===== config.mk =====
export PLATFORM = sky130hd
export DESIGN_NAME = tilt_to_drive_command
export DESIGN_NICKNAME = d
export VERILOG_FILES = /design/src/tdc_pkg.sv /design/src/tilt_to_drive_command.sv /design/src/tdc_front.sv /design/src/tdc_queue.sv /design/src/tdc_back.sv
export VERILOG_INCLUDE_DIRS = /design/src /design/src/src
export SDC_FILE = /design/constraint.sdc
export NUM_CORES = 2
export LEC_CHECK = 0
export ABC_AREA = 1
export BUFFER_PORTS_ARGS = -buffer_cell sky130_fd_sc_hd__buf_2
export CORE_MARGIN = 4
export CORE_UTILIZATION = 35
export CTS_CLUSTER_DIAMETER = 150
export DETAILED_ROUTE_END_ITERATION = 10
export PLACE_DENSITY = 0.48
export RECOVER_POWER = 50
export SYNTH_ARGS = -nofsm -noshare
export SYNTH_HDL_FRONTEND = slang
export SYNTH_SLANG_ARGS = --single-unit

===== constraint.sdc =====
create_clock -name clk_i -period 9.2 [get_ports clk_i]
set_input_delay 0.46 -clock clk_i [delete_from_list [all_inputs] [get_ports clk_i]]
set_output_delay 0.46 -clock clk_i [all_outputs]
set_load 0.01 [all_outputs]

===== src/assert_macros.svh =====
// Assertion macros shared by the tilt-to-drive RTL.
`ifndef ASSERT_MACROS_SVH
`define ASSERT_MACROS_SVH

`ifndef ASSERT_OFF

// Checks a property on every rising clock edge while out of reset.
`define ASSERT_AT(lbl, clk, rstn, prop) \
  lbl: assert property (@(posedge clk) disable iff (!rstn) (prop)) \
    else $error("assertion violated");

// Checks that a condition never holds on a rising clock edge while out of reset.
`define ASSERT_NEVER(lbl, clk, rstn, cond) \
  lbl: assert property (@(posedge clk) disable iff (!rstn) !(cond)) \
    else $error("forbidden condition seen");

`else

`define ASSERT_AT(lbl, clk, rstn, prop)
`define ASSERT_NEVER(lbl, clk, rstn, cond)

`endif

`endif


===== src/tdc_pkg.sv =====
// Package with the shared types and constants of the tilt-to-drive block.
`default_nettype none

package tdc_pkg;

  // Configuration port geometry and register indexes.
  localparam int unsigned CFG_IDX_W  = 2;
  localparam int unsigned CFG_DATA_W = 11;

  localparam logic [CFG_IDX_W-1:0] CFG_DEAD_ZONE   = 2'd0;
  localparam logic [CFG_IDX_W-1:0] CFG_FULL_SPEED  = 2'd1;
  localparam logic [CFG_IDX_W-1:0] CFG_SPIN_SPEED  = 2'd2;
  localparam logic [CFG_IDX_W-1:0] CFG_FULL_RADIUS = 2'd3;

  // Register reset values.
  localparam logic [9:0]  DEAD_ZONE_RST   = 10'd200;
  localparam logic [8:0]  FULL_SPEED_RST  = 9'd500;
  localparam logic [8:0]  SPIN_SPEED_RST  = 9'd250;
  localparam logic [10:0] FULL_RADIUS_RST = 11'd2000;

  // Packet constants.
  localparam logic [7:0]  PKT_TYPE_DRIVE = 8'd11;
  localparam logic [2:0]  PKT_LAST       = 3'd4;
  localparam logic [6:0]  FACTOR_MAX     = 7'd100;
  localparam logic [15:0] STRAIGHT_CODE  = 16'h8000;

  // Depth of the queue between front and back; must be a power of two.
  localparam int unsigned QDEPTH = 2;
  localparam int unsigned QPTR_W = $clog2(QDEPTH);

  // One input item.
  typedef struct packed {
    logic signed [15:0] tilt_x;
    logic signed [15:0] tilt_y;
  } in_item_t;

  // One result item.
  typedef struct packed {
    logic [7:0] cmd_byte;
    logic       last_byte;
  } out_item_t;

  // Configuration register contents.
  typedef struct packed {
    logic [9:0]  dead_zone;
    logic [8:0]  full_speed;
    logic [8:0]  spin_speed;
    logic [10:0] full_radius;
  } cfg_t;

  // Kind of turn that the y factor asks for.
  typedef enum logic [1:0] {
    TURN_STRAIGHT,
    TURN_SPIN,
    TURN_ARC
  } turn_e;

  // Classified command passed from front to back: factors in sign and magnitude.
  typedef struct packed {
    logic       x_neg;
    logic [6:0] x_mag;
    logic       y_neg;
    logic [6:0] y_mag;
    turn_e      turn;
  } cmd_t;

endpackage

`default_nettype wire


===== src/tilt_to_drive_command.sv =====
// Top level of the tilt-to-drive block: configuration registers and the front, queue and back.
`default_nettype none

// Each accepted tilt sample (x sets speed, y sets turn radius) yields one five-byte drive
// packet: type byte 11, speed high and low, radius high and low, with last_byte set on the
// fifth byte. Bytes leave one per cycle through the result port while pop is held high, and
// the byte sender hands out one byte per pop, so it sets the sustained sample rate. A
// sample passes the input stage, the queue, two scaling stages and the byte sender's hold
// registers before its first byte leaves; the front keeps accepting up to five further
// samples while a packet is still being sent.
// Configuration registers may be written only while no sample is in flight.
module tilt_to_drive_command import tdc_pkg::*; (
  input  wire logic                  clk_i,
  input  wire logic                  rst_ni,
  input  wire logic                  push,
  output logic                       full,
  input  wire in_item_t              in_item_i,
  output logic                       empty,
  input  wire logic                  pop,
  output out_item_t                  out_item_o,
  input  wire logic                  cfg_we_i,
  input  wire logic [CFG_IDX_W-1:0]  cfg_idx_i,
  input  wire logic [CFG_DATA_W-1:0] cfg_data_i
);

  cfg_t cfg_q;
  logic q_push, q_full, q_pop, q_empty;
  cmd_t q_wr_entry, q_rd_entry;

  // Configuration registers.
  always_ff @(posedge clk_i or negedge rst_ni) begin
    if (!rst_ni) begin
      cfg_q.dead_zone   <= DEAD_ZONE_RST;
      cfg_q.full_speed  <= FULL_SPEED_RST;
      cfg_q.spin_speed  <= SPIN_SPEED_RST;
      cfg_q.full_radius <= FULL_RADIUS_RST;
    end else if (cfg_we_i) begin
      unique case (cfg_idx_i)
        CFG_DEAD_ZONE:   cfg_q.dead_zone   <= cfg_data_i[9:0];
        CFG_FULL_SPEED:  cfg_q.full_speed  <= cfg_data_i[8:0];
        CFG_SPIN_SPEED:  cfg_q.spin_speed  <= cfg_data_i[8:0];
        CFG_FULL_RADIUS: cfg_q.full_radius <= cfg_data_i[10:0];
        default: begin
        end
      endcase
    end
  end

  // Front end: sample intake and classification.
  tdc_front u_front (
    .clk_i     (clk_i),
    .rst_ni    (rst_ni),
    .cfg_i     (cfg_q),
    .push_i    (push),
    .item_i    (in_item_i),
    .full_o    (full),
    .q_push_o  (q_push),
    .q_entry_o (q_wr_entry),
    .q_full_i  (q_full)
  );

  // Command queue between the two halves.
  tdc_queue u_queue (
    .clk_i   (clk_i),
    .rst_ni  (rst_ni),
    .push_i  (q_push),
    .entry_i (q_wr_entry),
    .full_o  (q_full),
    .pop_i   (q_pop),
    .entry_o (q_rd_entry),
    .empty_o (q_empty)
  );

  // Back end: scaling and packet bytes.
  tdc_back u_back (
    .clk_i     (clk_i),
    .rst_ni    (rst_ni),
    .cfg_i     (cfg_q),
    .q_empty_i (q_empty),
    .q_entry_i (q_rd_entry),
    .q_pop_o   (q_pop),
    .empty_o   (empty),
    .pop_i     (pop),
    .item_o    (out_item_o)
  );

endmodule

`default_nettype wire


===== src/tdc_front.sv =====
// Front end: takes tilt samples, computes both axis factors and classifies the turn.
`default_nettype none

module tdc_front import tdc_pkg::*; (
  input  wire logic     clk_i,
  input  wire logic     rst_ni,
  input  wire cfg_t     cfg_i,
  input  wire logic     push_i,
  input  wire in_item_t item_i,
  output logic          full_o,
  output logic          q_push_o,
  output cmd_t          q_entry_o,
  input  wire logic     q_full_i
);

  // Reciprocal of six, exact for excess values up to the scale span.
  localparam logic [15:0] DIV6_RECIP = 16'd43691;
  localparam logic [16:0] SCALE_SPAN = 17'd600;

  // Maps one tilt sample to {sign, magnitude} of its factor in -100..100.
  function automatic logic [7:0] axis_factor(logic signed [15:0] t, logic [9:0] dz);
    logic signed [17:0] ts;
    logic signed [17:0] dzs;
    logic signed [17:0] ex;
    logic [16:0]        m;
    logic [25:0]        prod;
    logic               neg;
    logic               zero;
    logic [6:0]         mag;
    ts   = 18'(t);
    dzs  = $signed({8'd0, dz});
    ex   = '0;
    neg  = 1'b0;
    zero = 1'b0;
    if (ts >= dzs) begin
      ex = ts - dzs;
    end else if (ts <= -dzs) begin
      ex  = -(ts + dzs);
      neg = 1'b1;
    end else begin
      zero = 1'b1;
    end
    m    = ex[16:0];
    prod = 26'(m[9:0]) * 26'(DIV6_RECIP);
    if (zero) begin
      mag = '0;
    end else if (m > SCALE_SPAN) begin
      mag = FACTOR_MAX;
    end else begin
      mag = prod[24:18];
    end
    return {neg, mag};
  endfunction

  logic     stage_v_q, stage_v_d;
  in_item_t stage_q;
  logic     accept;
  logic [7:0] fx, fy;

  // The input stage holds one sample until the queue has room.
  assign full_o   = stage_v_q && q_full_i;
  assign accept   = push_i && !full_o;
  assign q_push_o = stage_v_q && !q_full_i;
  assign stage_v_d = accept || (stage_v_q && q_full_i);

  always_ff @(posedge clk_i or negedge rst_ni) begin
    if (!rst_ni) begin
      stage_v_q <= 1'b0;
    end else begin
      stage_v_q <= stage_v_d;
    end
  end

  always_ff @(posedge clk_i) begin
    if (accept) begin
      stage_q <= item_i;
    end
  end

  // Factor computation and turn classification.
  assign fx = axis_factor(stage_q.tilt_x, cfg_i.dead_zone);
  assign fy = axis_factor(stage_q.tilt_y, cfg_i.dead_zone);

  always_comb begin
    q_entry_o.x_neg = fx[7];
    q_entry_o.x_mag = fx[6:0];
    q_entry_o.y_neg = fy[7];
    q_entry_o.y_mag = fy[6:0];
    if (fy[6:0] == '0) begin
      q_entry_o.turn = TURN_STRAIGHT;
    end else if (fy[6:0] == FACTOR_MAX) begin
      q_entry_o.turn = TURN_SPIN;
    end else begin
      q_entry_o.turn = TURN_ARC;
    end
  end

endmodule

`default_nettype wire


===== src/tdc_queue.sv =====
// Short command queue that decouples the front end from the back end.
`default_nettype none
`include "assert_macros.svh"

module tdc_queue import tdc_pkg::*; (
  input  wire logic clk_i,
  input  wire logic rst_ni,
  input  wire logic push_i,
  input  wire cmd_t entry_i,
  output logic      full_o,
  input  wire logic pop_i,
  output cmd_t      entry_o,
  output logic      empty_o
);

  cmd_t              mem_q [QDEPTH];
  logic [QPTR_W-1:0] wr_ptr_q, rd_ptr_q;
  logic [QPTR_W:0]   count_q;
  logic              do_push, do_pop;

  assign full_o  = (count_q == (QPTR_W+1)'(QDEPTH));
  assign empty_o = (count_q == '0);
  assign do_push = push_i && !full_o;
  assign do_pop  = pop_i && !empty_o;
  assign entry_o = mem_q[rd_ptr_q];

  // Pointers wrap naturally because the depth is a power of two.
  always_ff @(posedge clk_i or negedge rst_ni) begin
    if (!rst_ni) begin
      wr_ptr_q <= '0;
      rd_ptr_q <= '0;
      count_q  <= '0;
    end else begin
      if (do_push) begin
        wr_ptr_q <= wr_ptr_q + 1'b1;
      end
      if (do_pop) begin
        rd_ptr_q <= rd_ptr_q + 1'b1;
      end
      if (do_push && !do_pop) begin
        count_q <= count_q + 1'b1;
      end else if (do_pop && !do_push) begin
        count_q <= count_q - 1'b1;
      end
    end
  end

  // Entry storage.
  always_ff @(posedge clk_i) begin
    if (do_push) begin
      mem_q[wr_ptr_q] <= entry_i;
    end
  end

  `ASSERT_NEVER(a_q_overflow, clk_i, rst_ni, push_i && full_o)
  `ASSERT_NEVER(a_q_underflow, clk_i, rst_ni, pop_i && empty_o)

endmodule

`default_nettype wire


===== src/tdc_back.sv =====
// Back end: scales the factors into speed and radius and sends the five packet bytes.
`default_nettype none
`include "assert_macros.svh"

module tdc_back import tdc_pkg::*; (
  input  wire logic clk_i,
  input  wire logic rst_ni,
  input  wire cfg_t cfg_i,
  input  wire logic q_empty_i,
  input  wire cmd_t q_entry_i,
  output logic      q_pop_o,
  output logic      empty_o,
  input  wire logic pop_i,
  output out_item_t item_o
);

  // Reciprocals of one hundred, exact over the product ranges used here.
  localparam logic [16:0] SPEED_RECIP  = 17'd83887;
  localparam logic [18:0] RADIUS_RECIP = 19'd335545;

  // Byte positions inside the packet.
  localparam logic [2:0] BYTE_TYPE     = 3'd0;
  localparam logic [2:0] BYTE_SPEED_HI = 3'd1;
  localparam logic [2:0] BYTE_SPEED_LO = 3'd2;
  localparam logic [2:0] BYTE_RAD_HI   = 3'd3;
  localparam logic [2:0] BYTE_RAD_LO   = 3'd4;

  logic        s1_v_q, s1_v_d, s2_v_q, s2_v_d;
  logic        s1_ready, s2_ready;
  cmd_t        s1_cmd_q, s2_cmd_q;
  logic [15:0] s1_ps_q;
  logic [17:0] s1_pr_q;
  logic [8:0]  s2_speed_q;
  logic [10:0] s2_rad_q;
  logic [32:0] prod_s;
  logic [36:0] prod_r;

  logic        busy_q, busy_d;
  logic [2:0]  idx_q, idx_d;
  logic [15:0] held_speed_q, held_radius_q;
  logic [15:0] speed_d, radius_d;
  logic [10:0] arc_mag;
  logic        last_pop, load;

  // Handshake between the stages and the byte sender.
  assign last_pop = pop_i && busy_q && (idx_q == PKT_LAST);
  assign load     = s2_v_q && (!busy_q || last_pop);
  assign s2_ready = !s2_v_q || load;
  assign s1_ready = !s1_v_q || s2_ready;
  assign q_pop_o  = s1_ready && !q_empty_i;
  assign s1_v_d   = s1_ready ? q_pop_o : s1_v_q;
  assign s2_v_d   = s2_ready ? s1_v_q : s2_v_q;

  always_ff @(posedge clk_i or negedge rst_ni) begin
    if (!rst_ni) begin
      s1_v_q <= 1'b0;
      s2_v_q <= 1'b0;
    end else begin
      s1_v_q <= s1_v_d;
      s2_v_q <= s2_v_d;
    end
  end

  // Stage one: factor times full speed and factor times full radius.
  always_ff @(posedge clk_i) begin
    if (s1_ready) begin
      s1_cmd_q <= q_entry_i;
      s1_ps_q  <= {9'd0, q_entry_i.x_mag} * {7'd0, cfg_i.full_speed};
      s1_pr_q  <= {11'd0, q_entry_i.y_mag} * {7'd0, cfg_i.full_radius};
    end
  end

  // Stage two: divide both products by one hundred.
  assign prod_s = {17'd0, s1_ps_q} * {16'd0, SPEED_RECIP};
  assign prod_r = {19'd0, s1_pr_q} * {18'd0, RADIUS_RECIP};

  always_ff @(posedge clk_i) begin
    if (s2_ready) begin
      s2_cmd_q   <= s1_cmd_q;
      s2_speed_q <= prod_s[31:23];
      s2_rad_q   <= prod_r[35:25];
    end
  end

  // Final speed and radius with signs applied.
  assign arc_mag = cfg_i.full_radius - s2_rad_q;

  always_comb begin
    speed_d  = s2_cmd_q.x_neg ? 16'd0 - {7'd0, s2_speed_q} : {7'd0, s2_speed_q};
    radius_d = STRAIGHT_CODE;
    unique case (s2_cmd_q.turn)
      TURN_STRAIGHT: begin
        radius_d = STRAIGHT_CODE;
      end
      TURN_SPIN: begin
        radius_d = '0;
        speed_d  = s2_cmd_q.y_neg ? 16'd0 - {7'd0, cfg_i.spin_speed}
                                  : {7'd0, cfg_i.spin_speed};
      end
      TURN_ARC: begin
        radius_d = s2_cmd_q.y_neg ? 16'd0 - {5'd0, arc_mag} : {5'd0, arc_mag};
      end
      default: begin
        radius_d = STRAIGHT_CODE;
      end
    endcase
  end

  // Byte sender: holds one packet and steps through its bytes on each pop.
  always_comb begin
    busy_d = busy_q;
    idx_d  = idx_q;
    if (load) begin
      busy_d = 1'b1;
      idx_d  = BYTE_TYPE;
    end else if (pop_i && busy_q) begin
      if (idx_q == PKT_LAST) begin
        busy_d = 1'b0;
        idx_d  = BYTE_TYPE;
      end else begin
        idx_d = idx_q + 3'd1;
      end
    end
  end

  always_ff @(posedge clk_i or negedge rst_ni) begin
    if (!rst_ni) begin
      busy_q        <= 1'b0;
      idx_q         <= BYTE_TYPE;
      held_speed_q  <= '0;
      held_radius_q <= '0;
    end else begin
      busy_q <= busy_d;
      idx_q  <= idx_d;
      if (load) begin
        held_speed_q  <= speed_d;
        held_radius_q <= radius_d;
      end
    end
  end

  // Result item selection.
  assign empty_o = !busy_q;

  always_comb begin
    item_o.last_byte = (idx_q == PKT_LAST);
    unique case (idx_q)
      BYTE_TYPE:     item_o.cmd_byte = PKT_TYPE_DRIVE;
      BYTE_SPEED_HI: item_o.cmd_byte = held_speed_q[15:8];
      BYTE_SPEED_LO: item_o.cmd_byte = held_speed_q[7:0];
      BYTE_RAD_HI:   item_o.cmd_byte = held_radius_q[15:8];
      BYTE_RAD_LO:   item_o.cmd_byte = held_radius_q[7:0];
      default:       item_o.cmd_byte = PKT_TYPE_DRIVE;
    endcase
  end

  `ASSERT_AT(a_idx_range, clk_i, rst_ni, busy_q |-> (idx_q <= PKT_LAST))
  `ASSERT_AT(a_s2_hold, clk_i, rst_ni, (s2_v_q && !s2_ready) |=> (s2_v_q && $stable(s2_speed_q)))

endmodule

`default_nettype wire

# Yosys cells after proc, flatten, opt, wreduce, memory -nomap -nowiden

Memory sizes are Yosys's and may differ from the RTL's.
Cells that the tools add are included.
Widths: inputs -> output; s select.

Register bits: 176
Bits in writable memories: 36
Input port bits: 50
Output and inout bits: 11
Word-level logic and storage cells: 134
Memories kept: 1

Add/sub/neg operators: 16
Multipliers: 6
$lt $le $gt $ge: 6
Equal/unequal tests: 11
Mux-type cells: 34
Reductions and logical operators: 34

Memory list:

| memory        | words | bits a word | rd ports | clocked after Yosys merged registers in | write ports | line            | source |
|---|---|---|---|---|---|---|---|
| u_queue.mem_q | 2     | 18          | 1        | 0                                       | 1           | tdc_queue.sv:16 | `cmd_t mem_q [QDEPTH];` |

Operators by type and width:

| operator               | count |
|---|---|
| $mux 17                | 4 |
| $mux 16                | 4 |
| $mul 10x16->25 const B | 2 |
| $le 16x18->1           | 2 |
| $mul 18x19->36 const B | 1 |
| $add 16x11->17         | 2 |
| $gt 17x10->1 const B   | 2 |
| $neg 17->17            | 2 |
| $sub 16x11->17         | 2 |
| $ge 16x11->1           | 2 |
| $mul 16x17->32 const B | 1 |
| $pmux 16 s2            | 1 |
| $pmux 8 s4             | 1 |
| $mux 7                 | 4 |
| $sub 1x9->10 const A   | 2 |
| $mul 7x11->18          | 1 |
| $neg 10->18            | 1 |
| $mul 7x9->16           | 1 |
| $mux 1                 | 13 |
| $sub 1x11->12 const A  | 1 |
| $logic_and 1x1->1      | 11 |
| $sub 11x11->11         | 1 |
| $reduce_and 2->1       | 5 |
| $mux 3                 | 3 |
| 16 further kinds       | 38 |

# Longest topological paths before layout

Word-level depth: 11
Gate-level depth with buffers: 49
Depth with buffers taken out: 49

# By module

Synthesis repeated with hierarchy kept, for this count alone.

Cells, all modules: 4,102
Area total of the unflattened synthesis: 34,061.4 µm²

By module, submodules not included:

| module                | instances | cells each | area each (µm²) | seq. area each (µm²) |
|---|---|---|---|---|
| tdc_back              | 1         | 2,379      | 20,231.9        | 2,587.5 |
| tdc_front             | 1         | 1,422      | 10,595.2        | 985.9 |
| tilt_to_drive_command | 1         | 176        | 1,696.6         | 1,002.2 |
| tdc_queue             | 1         | 125        | 1,537.7         | 1,181.1 |

# Least setup slack after synthesis

No wires, ideal clock.

Path type: register to register
From: reg cfg_q[30] (netlist name)
To: mem u_queue.mem_q[0][1] (netlist name), data pin
Setup time: 257 ps
Arrival: 6,884 ps
Data required time: 8,943 ps
Path slack: 2,059 ps
Stages on the path, launching flop included: 47
Buffers on the path: 0
Period minus slack after synthesis: 7,141 ps
Path through: dfrtp_1 -> inv_1 -> ha_1 -> nand2_2 -> inv_4 -> nand2_4 -> nor3_1 -> ha_1 -> nand2_1 -> nor2_1 -> nand2_1 -> nor2_1 -> nand3b_1 -> nor2_1 -> nor2_2 -> nand2_2 -> nand2_2 -> nand3_4 -> [11 not listed] -> fa_1 -> inv_1 -> fa_1 -> ha_1 -> nand2_1 -> nor2_1 -> nand2_1 -> or3_1 -> o21ai_0 -> a21oi_1 -> nand2_1 -> nand2_1 -> a21oi_2 -> nor2_1 -> nor2_1 -> nand2_1 -> nand2_1 -> nand2_1

RTL lines:

| item            | line                        | source |
|---|---|---|
| start, declared | tilt_to_drive_command.sv:26 | `cfg_t cfg_q;` |
| end, declared   | tdc_queue.sv:16             |  |

==> qor.yml <==
status: "finished, violations left"
violations: "max-capacitance violations, max-slew violations"
cts_setup_buffers: 0
regToRegSetupSlack_ns: 1.13
die_area_mm2: 0.0973
hp-start: "in_item_i[11]"
syn-num-nets: 4735
synth_compound_area_share_pct: 8.69
cts_root_buf: "clkbuf_16"
synth_edf_count: 130
synth_most_common_cell: "inv_1"
rsz0062_at_grt: "false"
worst-slew-pin-transition_ns: 3.63
syn_to_final_growth_pct: 8.09
ys_warn_count: 0
remaining_drc_errors: 0
setup_viol: 0
critPathLaunchType: "flop"
wl_per_cell_um: 15.6
antenna_left: 0
dpl.cell_count: 4939
num_rows: 111
drv_cap: 2
critical_path_buf_inv_count: 5
critPathMostFrequentCell: "inv_1"
die_x_um: 312
wl_met3_mm: 2.82
htree_num_levels: 1
arrival_ns: 8.36
routed_wl_mm: 77.6
gp_congestion: 0.855
core_area_mm2: 0.0917
final_layout_size_suffix_gt1_share_pct: 5.82
hold_path_class: "in2reg"
synth_area_mm2: 0.0323
slew_headroom_pct: -142
post-route-period-util_pct: 87.8
hold_viol: 0
fin_ws_ns: 1.13
synth_top_family_by_area: "adder cells"
fin_crit_ns: 8.07
end_kind: "flop"
path_delay_family: "adder cells"
dr.first_iter.drc_count: 1126
ctsHoldBuffers: 1
yosys.area.top_type: "ha_1"
layout.nets: 4806
drt-pass1-iter-count: 5
cpPeakStageDelay_ns: 0.64
netlist.area_leader.share_pct: 24.0
wl_met1_mm: 39.2
top_layer: "met4"
vias_per_cell: 4.71
clockBufferDepth: 3
yosys_register_bits: 203
grt_pass1_vias: 24500
max_freq_ghz: 0.124
skew_ns: 0.0408
grt_usage_pct: 16.2
final_cells: 4989
synth_common_cells: "inv_1 (850), ha_1 (619), nand2_1 (511)"
port_buffers: 60
post_cts_resized: 0
grt_antenna_before_repair: 5
ios: 61
crit_type: "reg2reg"
synthDistinctLibCells: 60
hold_depth: 1
grt_max_degree: 66
async_flop_share_pct: 36.0
cts.clk_slew.worst_paths_ns: 0.07
slew_viol_final: 99
clk_latency_ns: 0.57
via_count: 23500
yosys-mux-area-fraction_pct: 0
synth-simple-area-share_pct: 13.9
ys_seq_area_share_pct: 17.8
cts_tree: "yes"
worst-r2r-cell-count: 34
critical_path.max_fanout: 11
synth_xor_xnor_area_share_pct: 3.12
worst_ep_required_time_ns: 9.49
cts.sinks: 203
regToRegStartpoint: "cfg_q[30]$_DFFE_PN0P_"
synthCells: 3710
grt_pass1_wl_mm: 129
cp_slowest_cell: "o22ai_1"
cts_made_buffers: 25
finish.utilization_pct: 38.1
avgSynthCellArea_um2: 8.71
grt_overflow: 0
fin_setup_tns_ns: 0
holdPathEnd: "u_front.stage_q[11]$_DFFE_PP_"
synthTopCellsByArea: "ha_1 (24%), fa_1 (22%), edfxtp_1 (12%), inv_1 (9.9%), nand2_1 (5.9%)"
seqCellArea_mm2: 0.00576
die_y_um: 312
synth_ff_type: "edfxtp_1"
hpwl_mm: 66.9
route.met2.wl_mm: 34.5
fillers: 9373
pre_cts_ws_ns: 1.12
r2r_end: "u_queue.mem_q[0][11]$_DFFE_PP_"
multi_input_area_mm2: 0.0232
start_util_pct: 35.3
synthAdderAreaFrac_pct: 46.0
## metrics by stage
step	hold slack, ns	cell area [um^2]
6_report	0.0790	34900
5_1_grt	0.0453	34900
4_1_cts	0.0381	35000
3_5_place_dp	0.290	34100
3_3_place_gp	0.291	34100
2_1_floorplan	0.164	32300
## kinds of logic (layout without fill, tap and decap cells)
group | after synthesis | after routing
adders and majority gates | 975 | 975
and+or+nand+nor | 1026 | 1026
AOI/OAI and AO/OA | 495 | 495
DFF | 203 | 203
buffers and inverters | 896 | 986
other | 0 | 3
xor gates and xnor gates | 115 | 115
## sequential cells by signal, summed over array words and instances, names as in the netlist, 4 cells and up
register	flops
cfg_q	39
u_queue.mem_q	36
u_front.stage_q	32
u_back.s1_pr_q	18
u_back.s1_ps_q	16
u_back.held_radius_q	13
u_back.s2_rad_q	11
u_back.held_speed_q	10
u_back.s2_speed_q	9
u_back.s1_cmd_q	4
u_back.s2_cmd_q	4
## cell usage in the layout (no fill, tap or decap), types with 8 or more instances in the layout
cell type and instances:
inv_1 850, ha_1 619, nand2_1 510, fa_1 356
nor2_1 224, a21oi_1 204, o21ai_0 153, edfxtp_1 130
nand3_1 125, xor2_1 77, buf_2 55, dfrtp_1 52
nor3_1 38, xnor2_1 38, or2_2 32, nand4_1 30
clkbuf_16 26, o21bai_1 23, a31oi_1 21, dfstp_2 21
a21o_1 14, inv_2 13, nand2_2 12, nand3_2 12
o21ai_1 11, o211ai_1 11, clkbuf_1 10, o21a_1 9
nand3b_1 8, buf_4 8
## worst max-delay path by stage
stage / slack [ns] / startpoint / endpoint / cells after the start
floorplan: 2.06 / cfg_q[30]$_DFFE_PN0P_ / u_queue.mem_q[0][1]$_DFFE_PP_ / 46
global route: 0.14 / cfg_q[30]$_DFFE_PN0P_ / u_queue.mem_q[0][11]$_DFFE_PP_ / 34
finish: 1.13 / cfg_q[30]$_DFFE_PN0P_ / u_queue.mem_q[0][11]$_DFFE_PP_ / 34
detailed placement: 1.12 / cfg_q[30]$_DFFE_PN0P_ / u_queue.mem_q[0][11]$_DFFE_PP_ / 34
global placement: 1.15 / cfg_q[30]$_DFFE_PN0P_ / u_queue.mem_q[0][11]$_DFFE_PP_ / 34
CTS: 1.06 / cfg_q[30]$_DFFE_PN0P_ / u_queue.mem_q[0][11]$_DFFE_PP_ / 34
## metal layers
metal,global-route usage [%],up-vias
met5,0,-
met4,2.05,0
met3,2.11,61
met2,26.4,313
met1,23.7,11100
li1,-,12000
## area by class of cell
type | instances | share of cell area [%]
antenna | 3 | 0.0215
clock buffer | 33 | 2.08
clock inverter | 13 | 0.387
inverter | 868 | 9.33
multi-input combinational | 2611 | 66.4
sequential | 203 | 16.5
tap | 1186 | 4.25
timing repair buffer | 72 | 1.07
## worst reg2reg max path: cells and delay by family, from the launching register on
| kind | cells | cell delay (ns) |
|---|---|---|
| AO/OA/AOI/OAI | 9 | 2.20 |
| XOR/XNOR | 1 | 0.13 |
| adder cells (fa/ha/maj) | 7 | 2.90 |
| buffers and inverters | 5 | 0.46 |
| flip-flops | 1 | 0.41 |
| AND/OR/NAND/NOR | 12 | 1.67 |
Power is not shown: default switching activity piles up to over one toggle a cycle in this logic, so the estimate is an artifact.
